$ cat config.mk
export PLATFORM = sky130hd
export DESIGN_NAME = swap_slot_allocator
export DESIGN_NICKNAME = d
export VERILOG_FILES = /design/src/sv/ssa_pkg.sv /design/src/sv/ssa_ram.sv /design/src/sv/ssa_first_free.sv /design/src/sv/ssa_exec.sv /design/src/sv/swap_slot_allocator.sv
export SDC_FILE = /design/constraint.sdc
export NUM_CORES = 1
export LEC_CHECK = 0
export BUFFER_PORTS_ARGS = -buffer_cell sky130_fd_sc_hd__buf_2
export CAP_MARGIN = 20
export CORE_MARGIN = 3
export CORE_UTILIZATION = 47
export CTS_CLUSTER_DIAMETER = 80
export CTS_CLUSTER_SIZE = 12
export DETAILED_ROUTE_END_ITERATION = 8
export PLACE_DENSITY_LB_ADDON = 0.08
export SLEW_MARGIN = 20
export SYNTH_ARGS = -nofsm -noshare
export SYNTH_HDL_FRONTEND = slang
export SYNTH_SLANG_ARGS = --single-unit
$ cat constraint.sdc
create_clock -name aclk -period 7.3 [get_ports aclk]
set_input_delay 1.46 -clock aclk [delete_from_list [all_inputs] [get_ports aclk]]
set_output_delay 1.46 -clock aclk [all_outputs]
set_load 0.03 [all_outputs]
$ cat src/sv/ssa_pkg.sv
package ssa_pkg;

    // table size and derived widths
    localparam int NUM_SLOTS = 64;
    localparam int SLOT_W    = (NUM_SLOTS > 1) ? $clog2(NUM_SLOTS) : 1;
    localparam int LIM_W     = ($clog2(NUM_SLOTS + 1) > 7) ? $clog2(NUM_SLOTS + 1) : 7;

    // field widths
    localparam int SIZE_W  = 7;
    localparam int IDX_W   = 7;
    localparam int GIVEN_W = 6;
    localparam int OPS_W   = 32;

    localparam logic [SIZE_W-1:0] CAPACITY_RESET = 7'd64;

    typedef enum logic [1:0] {
        REQ_ALLOC = 2'd0,
        REQ_READ  = 2'd1,
        REQ_FREE  = 2'd2
    } req_t;

    typedef enum logic [2:0] {
        ST_OK           = 3'd0,
        ST_BAD_SIZE     = 3'd1,
        ST_OVER_BUDGET  = 3'd2,
        ST_NO_FREE_SLOT = 3'd3,
        ST_BAD_SLOT     = 3'd4,
        ST_NOT_IN_USE   = 3'd5,
        ST_BUFFER_SMALL = 3'd6
    } status_t;

    // one request word
    typedef struct packed {
        logic [1:0]        req_type;
        logic [SIZE_W-1:0] alloc_size;
        logic [IDX_W-1:0]  slot;
        logic [SIZE_W-1:0] buffer_size;
    } item_t;

    // one result word
    typedef struct packed {
        logic [2:0]         status;
        logic [GIVEN_W-1:0] slot_given;
        logic [SIZE_W-1:0]  stored_size;
        logic [SIZE_W-1:0]  available;
        logic [OPS_W-1:0]   op_total;
    } result_t;

    // first free slot search result
    typedef struct packed {
        logic              found;
        logic [SLOT_W-1:0] idx;
    } free_t;

endpackage

$ cat src/sv/ssa_ram.sv
module ssa_ram #(
    parameter int WIDTH = 8,
    parameter int DEPTH = 64
) (
    input  logic                                     clk,
    input  logic                                     wr_en,
    input  logic [((DEPTH > 1) ? $clog2(DEPTH) : 1)-1:0] wr_addr,
    input  logic [WIDTH-1:0]                         wr_data,
    input  logic [((DEPTH > 1) ? $clog2(DEPTH) : 1)-1:0] rd_addr,
    output logic [WIDTH-1:0]                         rd_data
);

    logic [WIDTH-1:0] mem_reg [DEPTH];
    logic [WIDTH-1:0] rd_data_reg;

    // one write port, one registered read port
    always_ff @(posedge clk) begin
        if (wr_en) begin
            mem_reg[wr_addr] <= wr_data;
        end
        rd_data_reg <= mem_reg[rd_addr];
    end

    assign rd_data = rd_data_reg;

endmodule

$ cat src/sv/ssa_first_free.sv
module ssa_first_free import ssa_pkg::*; (
    input  logic [NUM_SLOTS-1:0] busy,
    input  logic [LIM_W-1:0]     limit,
    output free_t                free
);

    // lowest clear busy bit below the usable limit
    always_comb begin
        free = '0;
        for (int i = NUM_SLOTS - 1; i >= 0; i--) begin
            if (!busy[i] && (LIM_W'(i) < limit)) begin
                free.found = 1'b1;
                free.idx   = SLOT_W'(i);
            end
        end
    end

endmodule

$ cat src/sv/ssa_exec.sv
module ssa_exec import ssa_pkg::*; (
    input  logic              aclk,
    input  logic              aresetn,
    input  logic              cfg_wr_en,
    input  logic [SIZE_W-1:0] cfg_wr_data,
    input  logic              exec_en,
    input  item_t             item,
    input  logic [IDX_W-1:0]  rd_slot,
    output result_t           result
);

    logic [SIZE_W-1:0]    capacity_reg;
    logic [NUM_SLOTS-1:0] busy_reg, busy_next;
    logic [SIZE_W-1:0]    used_reg, used_next;
    logic [OPS_W-1:0]     ops_reg, ops_next;
    logic                 fwd_hit_reg, fwd_hit_next;
    logic [SIZE_W-1:0]    fwd_data_reg;

    logic [LIM_W-1:0]  limit;
    free_t             free;
    logic              wr_en;
    logic [SLOT_W-1:0] rd_addr;
    logic [SLOT_W-1:0] idx;
    logic [SIZE_W-1:0] ram_q;
    logic [SIZE_W-1:0] slot_len;
    logic [SIZE_W:0]   sum;
    logic              idx_bad;
    status_t           status;
    logic [GIVEN_W-1:0] given;
    logic [SIZE_W-1:0] stored;

    // usable slot limit
    always_comb begin
        if (LIM_W'(capacity_reg) < LIM_W'(NUM_SLOTS)) begin
            limit = LIM_W'(capacity_reg);
        end else begin
            limit = LIM_W'(NUM_SLOTS);
        end
    end

    ssa_first_free u_first_free (
        .busy  (busy_reg),
        .limit (limit),
        .free  (free)
    );

    // stored sizes, with write-to-read forwarding
    assign rd_addr      = SLOT_W'(rd_slot);
    assign fwd_hit_next = wr_en && (free.idx == rd_addr);

    ssa_ram #(
        .WIDTH (SIZE_W),
        .DEPTH (NUM_SLOTS)
    ) u_len_ram (
        .clk     (aclk),
        .wr_en   (wr_en),
        .wr_addr (free.idx),
        .wr_data (item.alloc_size),
        .rd_addr (rd_addr),
        .rd_data (ram_q)
    );

    assign slot_len = fwd_hit_reg ? fwd_data_reg : ram_q;
    assign idx      = SLOT_W'(item.slot);
    assign sum      = {1'b0, used_reg} + {1'b0, item.alloc_size};
    assign idx_bad  = (LIM_W'(item.slot) >= limit);

    // request decode and state update
    always_comb begin
        busy_next = busy_reg;
        used_next = used_reg;
        ops_next  = ops_reg;
        status    = ST_OK;
        given     = '0;
        stored    = '0;
        wr_en     = 1'b0;
        case (item.req_type)
            REQ_ALLOC: begin
                if (item.alloc_size == '0) begin
                    status = ST_BAD_SIZE;
                end else if (sum > {1'b0, capacity_reg}) begin
                    status = ST_OVER_BUDGET;
                end else if (!free.found) begin
                    status = ST_NO_FREE_SLOT;
                end else begin
                    wr_en               = exec_en;
                    busy_next[free.idx] = 1'b1;
                    used_next           = sum[SIZE_W-1:0];
                    ops_next            = ops_reg + 1'b1;
                    given               = GIVEN_W'(free.idx);
                end
            end
            REQ_READ, REQ_FREE: begin
                if (idx_bad) begin
                    status = ST_BAD_SLOT;
                end else if (!busy_reg[idx]) begin
                    status = ST_NOT_IN_USE;
                end else if (item.req_type == REQ_READ) begin
                    if (item.buffer_size < slot_len) begin
                        status = ST_BUFFER_SMALL;
                    end else begin
                        stored   = slot_len;
                        ops_next = ops_reg + 1'b1;
                    end
                end else begin
                    busy_next[idx] = 1'b0;
                    used_next      = (used_reg >= slot_len) ? used_reg - slot_len : '0;
                end
            end
            default: begin
                status = ST_OK;
            end
        endcase
    end

    // result word
    always_comb begin
        result.status      = status;
        result.slot_given  = given;
        result.stored_size = stored;
        result.available   = (capacity_reg > used_next) ? capacity_reg - used_next : '0;
        result.op_total    = ops_next;
    end

    // control state
    always_ff @(posedge aclk) begin
        if (!aresetn) begin
            capacity_reg <= CAPACITY_RESET;
            busy_reg     <= '0;
            used_reg     <= '0;
            ops_reg      <= '0;
            fwd_hit_reg  <= 1'b0;
        end else begin
            if (cfg_wr_en) begin
                capacity_reg <= cfg_wr_data;
            end
            if (exec_en) begin
                busy_reg <= busy_next;
                used_reg <= used_next;
                ops_reg  <= ops_next;
            end
            fwd_hit_reg <= fwd_hit_next;
        end
    end

    // forwarded size
    always_ff @(posedge aclk) begin
        fwd_data_reg <= item.alloc_size;
    end

endmodule

$ cat src/sv/swap_slot_allocator.sv
// swap_slot_allocator: first-fit slot allocator with a shared size budget
// path: a word accepted into the input register moves on to the result register, which drives m_valid
// throughput: one word per cycle while m_ready is high; the slot search, budget add
// and size table read all finish between the input register and the result register
// reset (aresetn, synchronous, active low): all slots free, used total and
// operation count zero, capacity 64; stored sizes are not cleared
module swap_slot_allocator import ssa_pkg::*; (
    input  logic                aclk,
    input  logic                aresetn,
    input  logic                cfg_wr_en,
    input  logic [SIZE_W-1:0]   cfg_wr_data,
    input  logic                s_valid,
    output logic                s_ready,
    input  logic [1:0]          s_req_type,
    input  logic [SIZE_W-1:0]   s_alloc_size,
    input  logic [IDX_W-1:0]    s_slot,
    input  logic [SIZE_W-1:0]   s_buffer_size,
    output logic                m_valid,
    input  logic                m_ready,
    output logic [2:0]          m_status,
    output logic [GIVEN_W-1:0]  m_slot_given,
    output logic [SIZE_W-1:0]   m_stored_size,
    output logic [SIZE_W-1:0]   m_available,
    output logic [OPS_W-1:0]    m_op_total
);

    logic    in_valid_reg;
    item_t   in_item_reg;
    logic    out_valid_reg;
    result_t out_res_reg;

    logic             advance;
    logic             s_fire;
    logic [IDX_W-1:0] rd_slot;
    result_t          result;

    // handshake
    assign advance = in_valid_reg && (!out_valid_reg || m_ready);
    assign s_ready = !in_valid_reg || advance;
    assign s_fire  = s_valid && s_ready;

    // size table read address follows the word entering the input register
    assign rd_slot = s_fire ? s_slot : in_item_reg.slot;

    // input register
    always_ff @(posedge aclk) begin
        if (!aresetn) begin
            in_valid_reg <= 1'b0;
        end else if (s_fire) begin
            in_valid_reg <= 1'b1;
        end else if (advance) begin
            in_valid_reg <= 1'b0;
        end
    end

    always_ff @(posedge aclk) begin
        if (s_fire) begin
            in_item_reg.req_type    <= s_req_type;
            in_item_reg.alloc_size  <= s_alloc_size;
            in_item_reg.slot        <= s_slot;
            in_item_reg.buffer_size <= s_buffer_size;
        end
    end

    ssa_exec u_exec (
        .aclk        (aclk),
        .aresetn     (aresetn),
        .cfg_wr_en   (cfg_wr_en),
        .cfg_wr_data (cfg_wr_data),
        .exec_en     (advance),
        .item        (in_item_reg),
        .rd_slot     (rd_slot),
        .result      (result)
    );

    // result register
    always_ff @(posedge aclk) begin
        if (!aresetn) begin
            out_valid_reg <= 1'b0;
        end else if (advance) begin
            out_valid_reg <= 1'b1;
        end else if (m_ready) begin
            out_valid_reg <= 1'b0;
        end
    end

    always_ff @(posedge aclk) begin
        if (advance) begin
            out_res_reg <= result;
        end
    end

    assign m_valid       = out_valid_reg;
    assign m_status      = out_res_reg.status;
    assign m_slot_given  = out_res_reg.slot_given;
    assign m_stored_size = out_res_reg.stored_size;
    assign m_available   = out_res_reg.available;
    assign m_op_total    = out_res_reg.op_total;

endmodule
; ---- Word-level counts from Yosys, hierarchy flattened
; Memories as Yosys holds them, arrays and structs flattened. A register that Yosys moved wholly into a read port is not among the register bits.
; Cells that the tools add are included.
[op_classes]
n_addsub = 4
n_mul = 0
div = 0
magnitude_cmp = 74
eq_ne = 9
n_shift = 0
muxes = 114
bitwise_logic = 8
reduce_logical = 146
[op_table]
columns = cell, n
row1 = 7-bit 2-to-1 mux, 73
row2 = 64-bit 2-to-1 mux, 6
row3 = "6-bit by 7-bit less-than comparator with 1-bit output, first input constant", 32
row4 = 32-bit 2-to-1 mux, 7
row5 = 64-bit case mux with 2 select lines, 1
row6 = "5-bit by 7-bit less-than comparator with 1-bit output, first input constant", 16
row7 = 1-bit logical AND, 69
row8 = 1-bit zero test, 66
row9 = 64-bit bitwise AND, 1
row10 = 64-bit NOT, 1
row11 = 64-bit OR, 1
row12 = 32-bit case mux with 2 select lines, 1
row13 = "4-bit by 7-bit less-than comparator with 1-bit output, first input constant", 8
row14 = "32-bit by 1-bit adder with 32-bit output, second input constant", 1
row15 = "3-bit by 7-bit less-than comparator with 1-bit output, first input constant", 4
row16 = 3-bit 2-to-1 mux, 6
row17 = 7-bit greater-or-equal comparator, 2
row18 = "1-bit by 7-bit less-than comparator with 1-bit output, first input constant", 2
row19 = "2-bit by 7-bit less-than comparator with 1-bit output, first input constant", 2
row20 = "6-bit by 7-bit less-than comparator with 1-bit output, second input constant", 2
row21 = 7-bit case mux with 2 select lines, 1
row22 = 7-bit subtractor, 2
row23 = 1-bit 2-to-1 mux, 13
row24 = 1-bit demux with 6-bit select, 2
row25 = 24 further kinds, 36
[totals]
reg_bits = 198
latch_bits = 0
ramBits = 448
romBits = 0
output_inout_bits = 57
mem_count = 1
[memory_table]
columns = memory, words, width, rd, rd_ports_with_merged_regs, write_ports, line
row1 = u_exec.u_len_ram.mem_reg, 64, 7, 1, 1, 1, ssa_ram.sv:13  ; logic [WIDTH-1:0] mem_reg [DEPTH];

; ---- Depth between registers and ports, before layout
[depth]
depth_word = 77
depth_mapped = 27

; ---- Cells and area by module
; A second synthesis with hierarchy kept.
[unflattened]
cells_unflattened = 2450
area_unflattened_um2 = 31393.9
[by_module_without_submodules]
columns = module, n_inst, cells_each, area_per_inst_um2, seq_area_each_um2
row1 = ssa_ram, 1, 827, 17635.7, 13593.0
row2 = ssa_exec, 1, 1188, 8988.6, 2362.3
row3 = swap_slot_allocator, 1, 119, 2687.6, 2382.3
row4 = ssa_first_free, 1, 316, 2082.0, 0.0

; ---- Worst setup path after synthesis
; OpenSTA, ideal clock, no wires.
[synth_path]
path_kind = flip-flop to flip-flop
start = reg in_item_reg[14] in the netlist's numbering
end = reg out_res_reg (netlist bit m_available[3]), data pin
setup_time_ps = 273
arrival_time_ps = 5787
setup_slack_ps = 1240
stages_incl_launch_ff = 28
synth_period_minus_slack_ps = 6060
cell_sequence = edfxtp_1 -> ha_1 -> fa_1 -> a21o_1 -> a21oi_1 -> o21bai_1 -> a21oi_1 -> xor2_1 -> inv_1 -> ha_1 -> nand4_1 -> o22a_1 -> o31ai_1 -> nand2_1 -> a211oi_1 -> and2_0 -> a221oi_1 -> a2bb2oi_1 -> ha_1 -> nor2b_1 -> o21ai_0 -> a21oi_1 -> o21ai_0 -> nand2b_1 -> a21oi_1 -> nor2b_1 -> o22ai_1 -> nor3_1
[synth_between]
elab_chain_cells = 6
[synth_lines]
columns = element, line
row1 = start: declaration, swap_slot_allocator.sv:28  ; item_t in_item_reg;
row2 = 7-bit by 7-bit adder with 8-bit output, ssa_exec.sv:65  ; assign sum = {1'b0, used_reg} + {1'b0, item.alloc_size};
row3 = 8-bit by 7-bit greater-than comparator with 1-bit output or 7-bit 2-to-1 mux (tied branches), "ssa_exec.sv:81, ssa_exec.sv:83"
row4 = 7-bit 2-to-1 mux, ssa_exec.sv:81  ; end else if (sum > {1'b0, capacity_reg}) begin
row5 = 7-bit 2-to-1 mux *, ssa_exec.sv:79  ; if (item.alloc_size == '0) begin
row6 = 7-bit case mux with 2 select lines *, ssa_exec.sv:77  ; case (item.req_type)
row7 = 7-bit subtractor or 7-bit greater-than comparator (tied branches), ssa_exec.sv:121  ; result.available = (capacity_reg > used_next) ? capacity_reg - used_next : '0;
row8 = end signal: assignment, swap_slot_allocator.sv:89  ; out_res_reg <= result;
row9 = end: declaration, swap_slot_allocator.sv:30  ; result_t out_res_reg;
; Mark *: on every way between the ends. The rest lies on a longest branch, timed or not.
; A chain may end at the register's enable or synchronous reset.

; ---- Final worst setup path
[layout_path]
start = reg u_exec.capacity_reg[3]
end = reg out_res_reg (netlist bit m_available[2]), data pin
[layout_between]
elab_chain_cells = 73
[layout_lines]
columns = element, line
row1 = start: declaration, ssa_exec.sv:12  ; logic [SIZE_W-1:0] capacity_reg;
row2 = start signal: assignment, ssa_exec.sv:135  ; capacity_reg <= cfg_wr_data;
row3 = 7-bit less-than comparator, ssa_exec.sv:34  ; if (LIM_W'(capacity_reg) < LIM_W'(NUM_SLOTS)) begin
row4 = 7-bit 2-to-1 mux, ssa_exec.sv:34
row5 = 6-bit by 7-bit less-than comparator with 1-bit output, ssa_first_free.sv:11  ; if (!busy[i] && (LIM_W'(i) < limit)) begin
row6 = 1-bit logical AND, ssa_first_free.sv:11
row7 = 7-bit 2-to-1 mux (64 in series), ssa_first_free.sv:11
row8 = 7-bit 2-to-1 mux, ssa_exec.sv:83  ; end else if (!free.found) begin
row9 = 7-bit 2-to-1 mux, ssa_exec.sv:81
row10 = 7-bit 2-to-1 mux, ssa_exec.sv:79
row11 = 7-bit case mux with 2 select lines, ssa_exec.sv:77
row12 = 7-bit subtractor or 7-bit greater-than comparator (tied branches), ssa_exec.sv:121
; Parallel ways exist; a longest one is shown, timed or not.

==> reports/qor.csv <==
stage,metric,value,unit
logic_synthesis,Seq cells post-synth,653,
logic_synthesis,Syn Area/Cell,13.1,sq um
die,Core Footprint,63700,sq um
global_routing,largest net degree at the start of global routing,91,
route,DR WL met2,41100,microns
run,max cap viols,0,
global_routing,global-route usage over all layers,25.4,%
clocking,CTS Buf Count,61,
global_routing,grt total ovfl,0,
die,Total Die Area,68100,sq um
critical_path,Crit Path Max Fanout,13,
logic_synthesis,proportion of netlist area held by the largest area contributor,51.7,%
route,Avg Vias per Cell,6.36,
placement,placed cells,3184,
finish,fillers,5396,
finish,Finished Core Util,53.4,%
clocking,htree depth,2,
pwr,Cell Pwr Density,235,nW/um^2
finish,Final Instance Area,34000,sq um
clocking,clk buf depth,3,
critical_path,"slowest stage delay, CP",0.77,ns
placement,DP Worst Slack,1.34,ns
route,Initial DRC Count,2181,
route,met3 routed WL,5500,microns
route,TritonRoute pass-1 iters,7,
timing,final setup TNS,0,ns
clocking,Root Buffer,clkbuf_16,
logic_synthesis,synthesized area,30500,sq um
clocking,Worst-Skew Late Latency,0.65,ns
finish,max FFs per register,448,
status,status,finished clean,
logic_synthesis,Yosys cell types,103,
clocking,clk slew on worst S/H paths,0.06,ns
finish,Layout area overhead,11.2,%
clocking,hold-fix buffers at CTS,0,
clocking,postcts setup bufs,0,
critical_path,Worst path top cell family by delay,compound AO/OA/AOI/OAI gates,
finish,number of diodes,0,
route,wire per inst,26.2,microns
logic_synthesis,Post-synth EDFFs,526,
die,die width,261,microns
global_routing,first-pass GRT wire length,131000,microns
placement,# port buffers,91,
finish,share of cells above drive strength 1,18.0,%
clocking,post-CTS resize count,0,
critical_path,CP bufs+invs,1,
route,final WL,86400,microns
logic_synthesis,Syn Inst Count,2330,
logic_synthesis,post-synth net total,2413,
die,Die Ht,261,microns
timing,period utilization,83.1,%
die,I/O pins,92,
finish,non-filler instance count after layout,3302,
placement,DP Area,32000,sq um
timing,Slew headroom,20.7,%
route,remaining antenna violation count,0,
logic_synthesis,synth warn,0,
logic_synthesis,synth top area cells,"edfxtp_1 (52%), mux4_2 (8.6%), dfxtp_1 (8.3%), nand2_1 (2.4%), nor3_1 (2.3%)",
route,DR top layer,met4,
route,drc violations,0,
critical_path,crit-path cells,buf_4 -> nor4_2 -> o21ai_0 -> a2111oi_2 -> nand4_1 -> nor3_2 -> a211oi_2 -> and2_0 -> a221oi_1 -> a2bb2oi_1 -> ha_1 -> nor2b_1 -> o21ai_0 -> a21oi_1 -> o21ai_0 -> nand2b_1 -> a21oi_1 -> nor2b_1 -> o22ai_1 -> nor2_1,
clocking,clock sinks,653,
timing,Final WS setup,1.23,ns
die,Starting Density,48.0,%
timing,fmax,165,MHz
critical_path,CP Capture Type,register,
logic_synthesis,Synth top cells by count,"edfxtp_1 (526), nand2_1 (199), nor3_1 (143)",
timing,Worst Tran Pin Value,1.18,ns
global_routing,vias in the first global route,20600,
logic_synthesis,async set or reset register ratio after synthesis,0,%
placement,Final Wtd Congestion,0.933,
finish,nets,2488,
timing,fin crit period,6.07,ns
logic_synthesis,register area share after synthesis,60.1,%
critical_path,CP Class,reg -> reg,
pwr,worst vdd ir,0.222,mV
logic_synthesis,"count leader, synth",edfxtp_1,
route,Met1 Wirelength,36900,microns
logic_synthesis,prevailing post-synth register cell,edfxtp_1,
logic_synthesis,cell taking the most area after synthesis,edfxtp_1,
critical_path,CP Data Required Time,7.68,ns
global_routing,initial antenna violation count,0,
die,Site Rows,92,
timing,max-slew violation count,0,
critical_path,CP most frequent cell,o21ai_0,
critical_path,CP arrival,6.45,ns
critical_path,CP Launch Type,register,
timing,RSZ-0062 raised after global routing,false,
hold_path,Worst Hold Class,reg -> reg,
placement,detailed placer's ending HPWL,56400,microns
timing,Final setup viols,0,
timing,clk_skew,0.0325,ns
route,Vias,21000,
timing,Fin. Hold Viols,0,
critical_path,CP max-delay cell,nor4_2,
clocking,CTS tree,built,
pwr,Leakage,11.0,nW
[worst paths after layout]
| path | from | to | slack (ns) | cells after the start |
|---|---|---|---|---|
| setup / recovery | u_exec.capacity_reg[3] | m_available[2] | 1.23 | 20 |
| hold / removal | in_valid_reg | m_valid | 0.46 | 2 |
| setup reg to reg | u_exec.capacity_reg[3] | m_available[2] | 1.23 | 20 |
| hold reg to reg | in_valid_reg | m_valid | 0.46 | 2 |
[tightest hold or removal path: cells and delay by family (launching register included)]
kind	cells	cell delay [ns]
flip-flops	1	0.32
buffers and inverters	1	0.05
AO/OA/AOI/OAI	1	0.05
[power breakdown]
part	switching [mW]	total (mW)	internal, mW	leakage, nW
logic	0.589	0.887	0.298	4.36
registers	0.0320	4.10	4.06	5.78
clock network	1.37	3.01	1.64	0.873
total	1.99	7.99	6.00	11.0
[per-stage QoR]
stage          hold slack, ns  total power [mW]
2_1_floorplan           0.439              4.76
3_3_place_gp            0.454              5.05
3_5_place_dp            0.454              5.06
4_1_cts                 0.463              8.07
5_1_grt                 0.518              8.28
6_report                0.464              7.99
[placed cells by master, fill, tap and decap left out, types with 9 or more instances in the layout]
cell,count
edfxtp_1,526
nand2_1,199
dfxtp_1,127
nor3_1,123
a21oi_1,123
mux4_2,117
buf_2,94
nor2_1,86
a31oi_1,71
buf_4,70
o21ai_0,64
clkbuf_16,64
o22ai_1,60
a211oi_1,55
inv_1,49
clkbuf_1,46
ha_1,45
nand3_1,40
and2_1,37
a311oi_1,32
mux2i_1,31
nor3_2,24
and3_1,18
nand4_1,17
or2_2,16
a21o_1,16
nand2b_1,13
or3_1,12
o32ai_1,12
xnor2_1,12
nor3b_1,10
a22oi_1,9
nor2b_1,9
o21a_1,9
o211ai_1,9
o21ai_1,9
[layer usage]
metal,up-vias,global-route usage (%)
met5,-,0
met4,0,8.50
met3,169,3.22
met2,855,41.3
met1,10500,35.6
li1,9437,-
[logic make-up after synthesis]
logic type / share of synthesized area (%)
fa+ha+maj: 2.04
flops: 60.1
mux: 9.85
simple gates: 11.0
compound gates: 13.5
xor+xnor: 0.488
buf+inv: 3.07
[area by class of cell]
class	instances	area [sq um]	area share (%)
clock buffers	110	1770	5.22
clock inverters	4	65.1	0.192
inverters	51	193	0.567
multi-input cells	1469	11400	33.7
flip-flops and latches	653	18300	54.0
well taps	846	1060	3.12
repair buffers	169	1100	3.23
(Power assumes the default switching activity.)
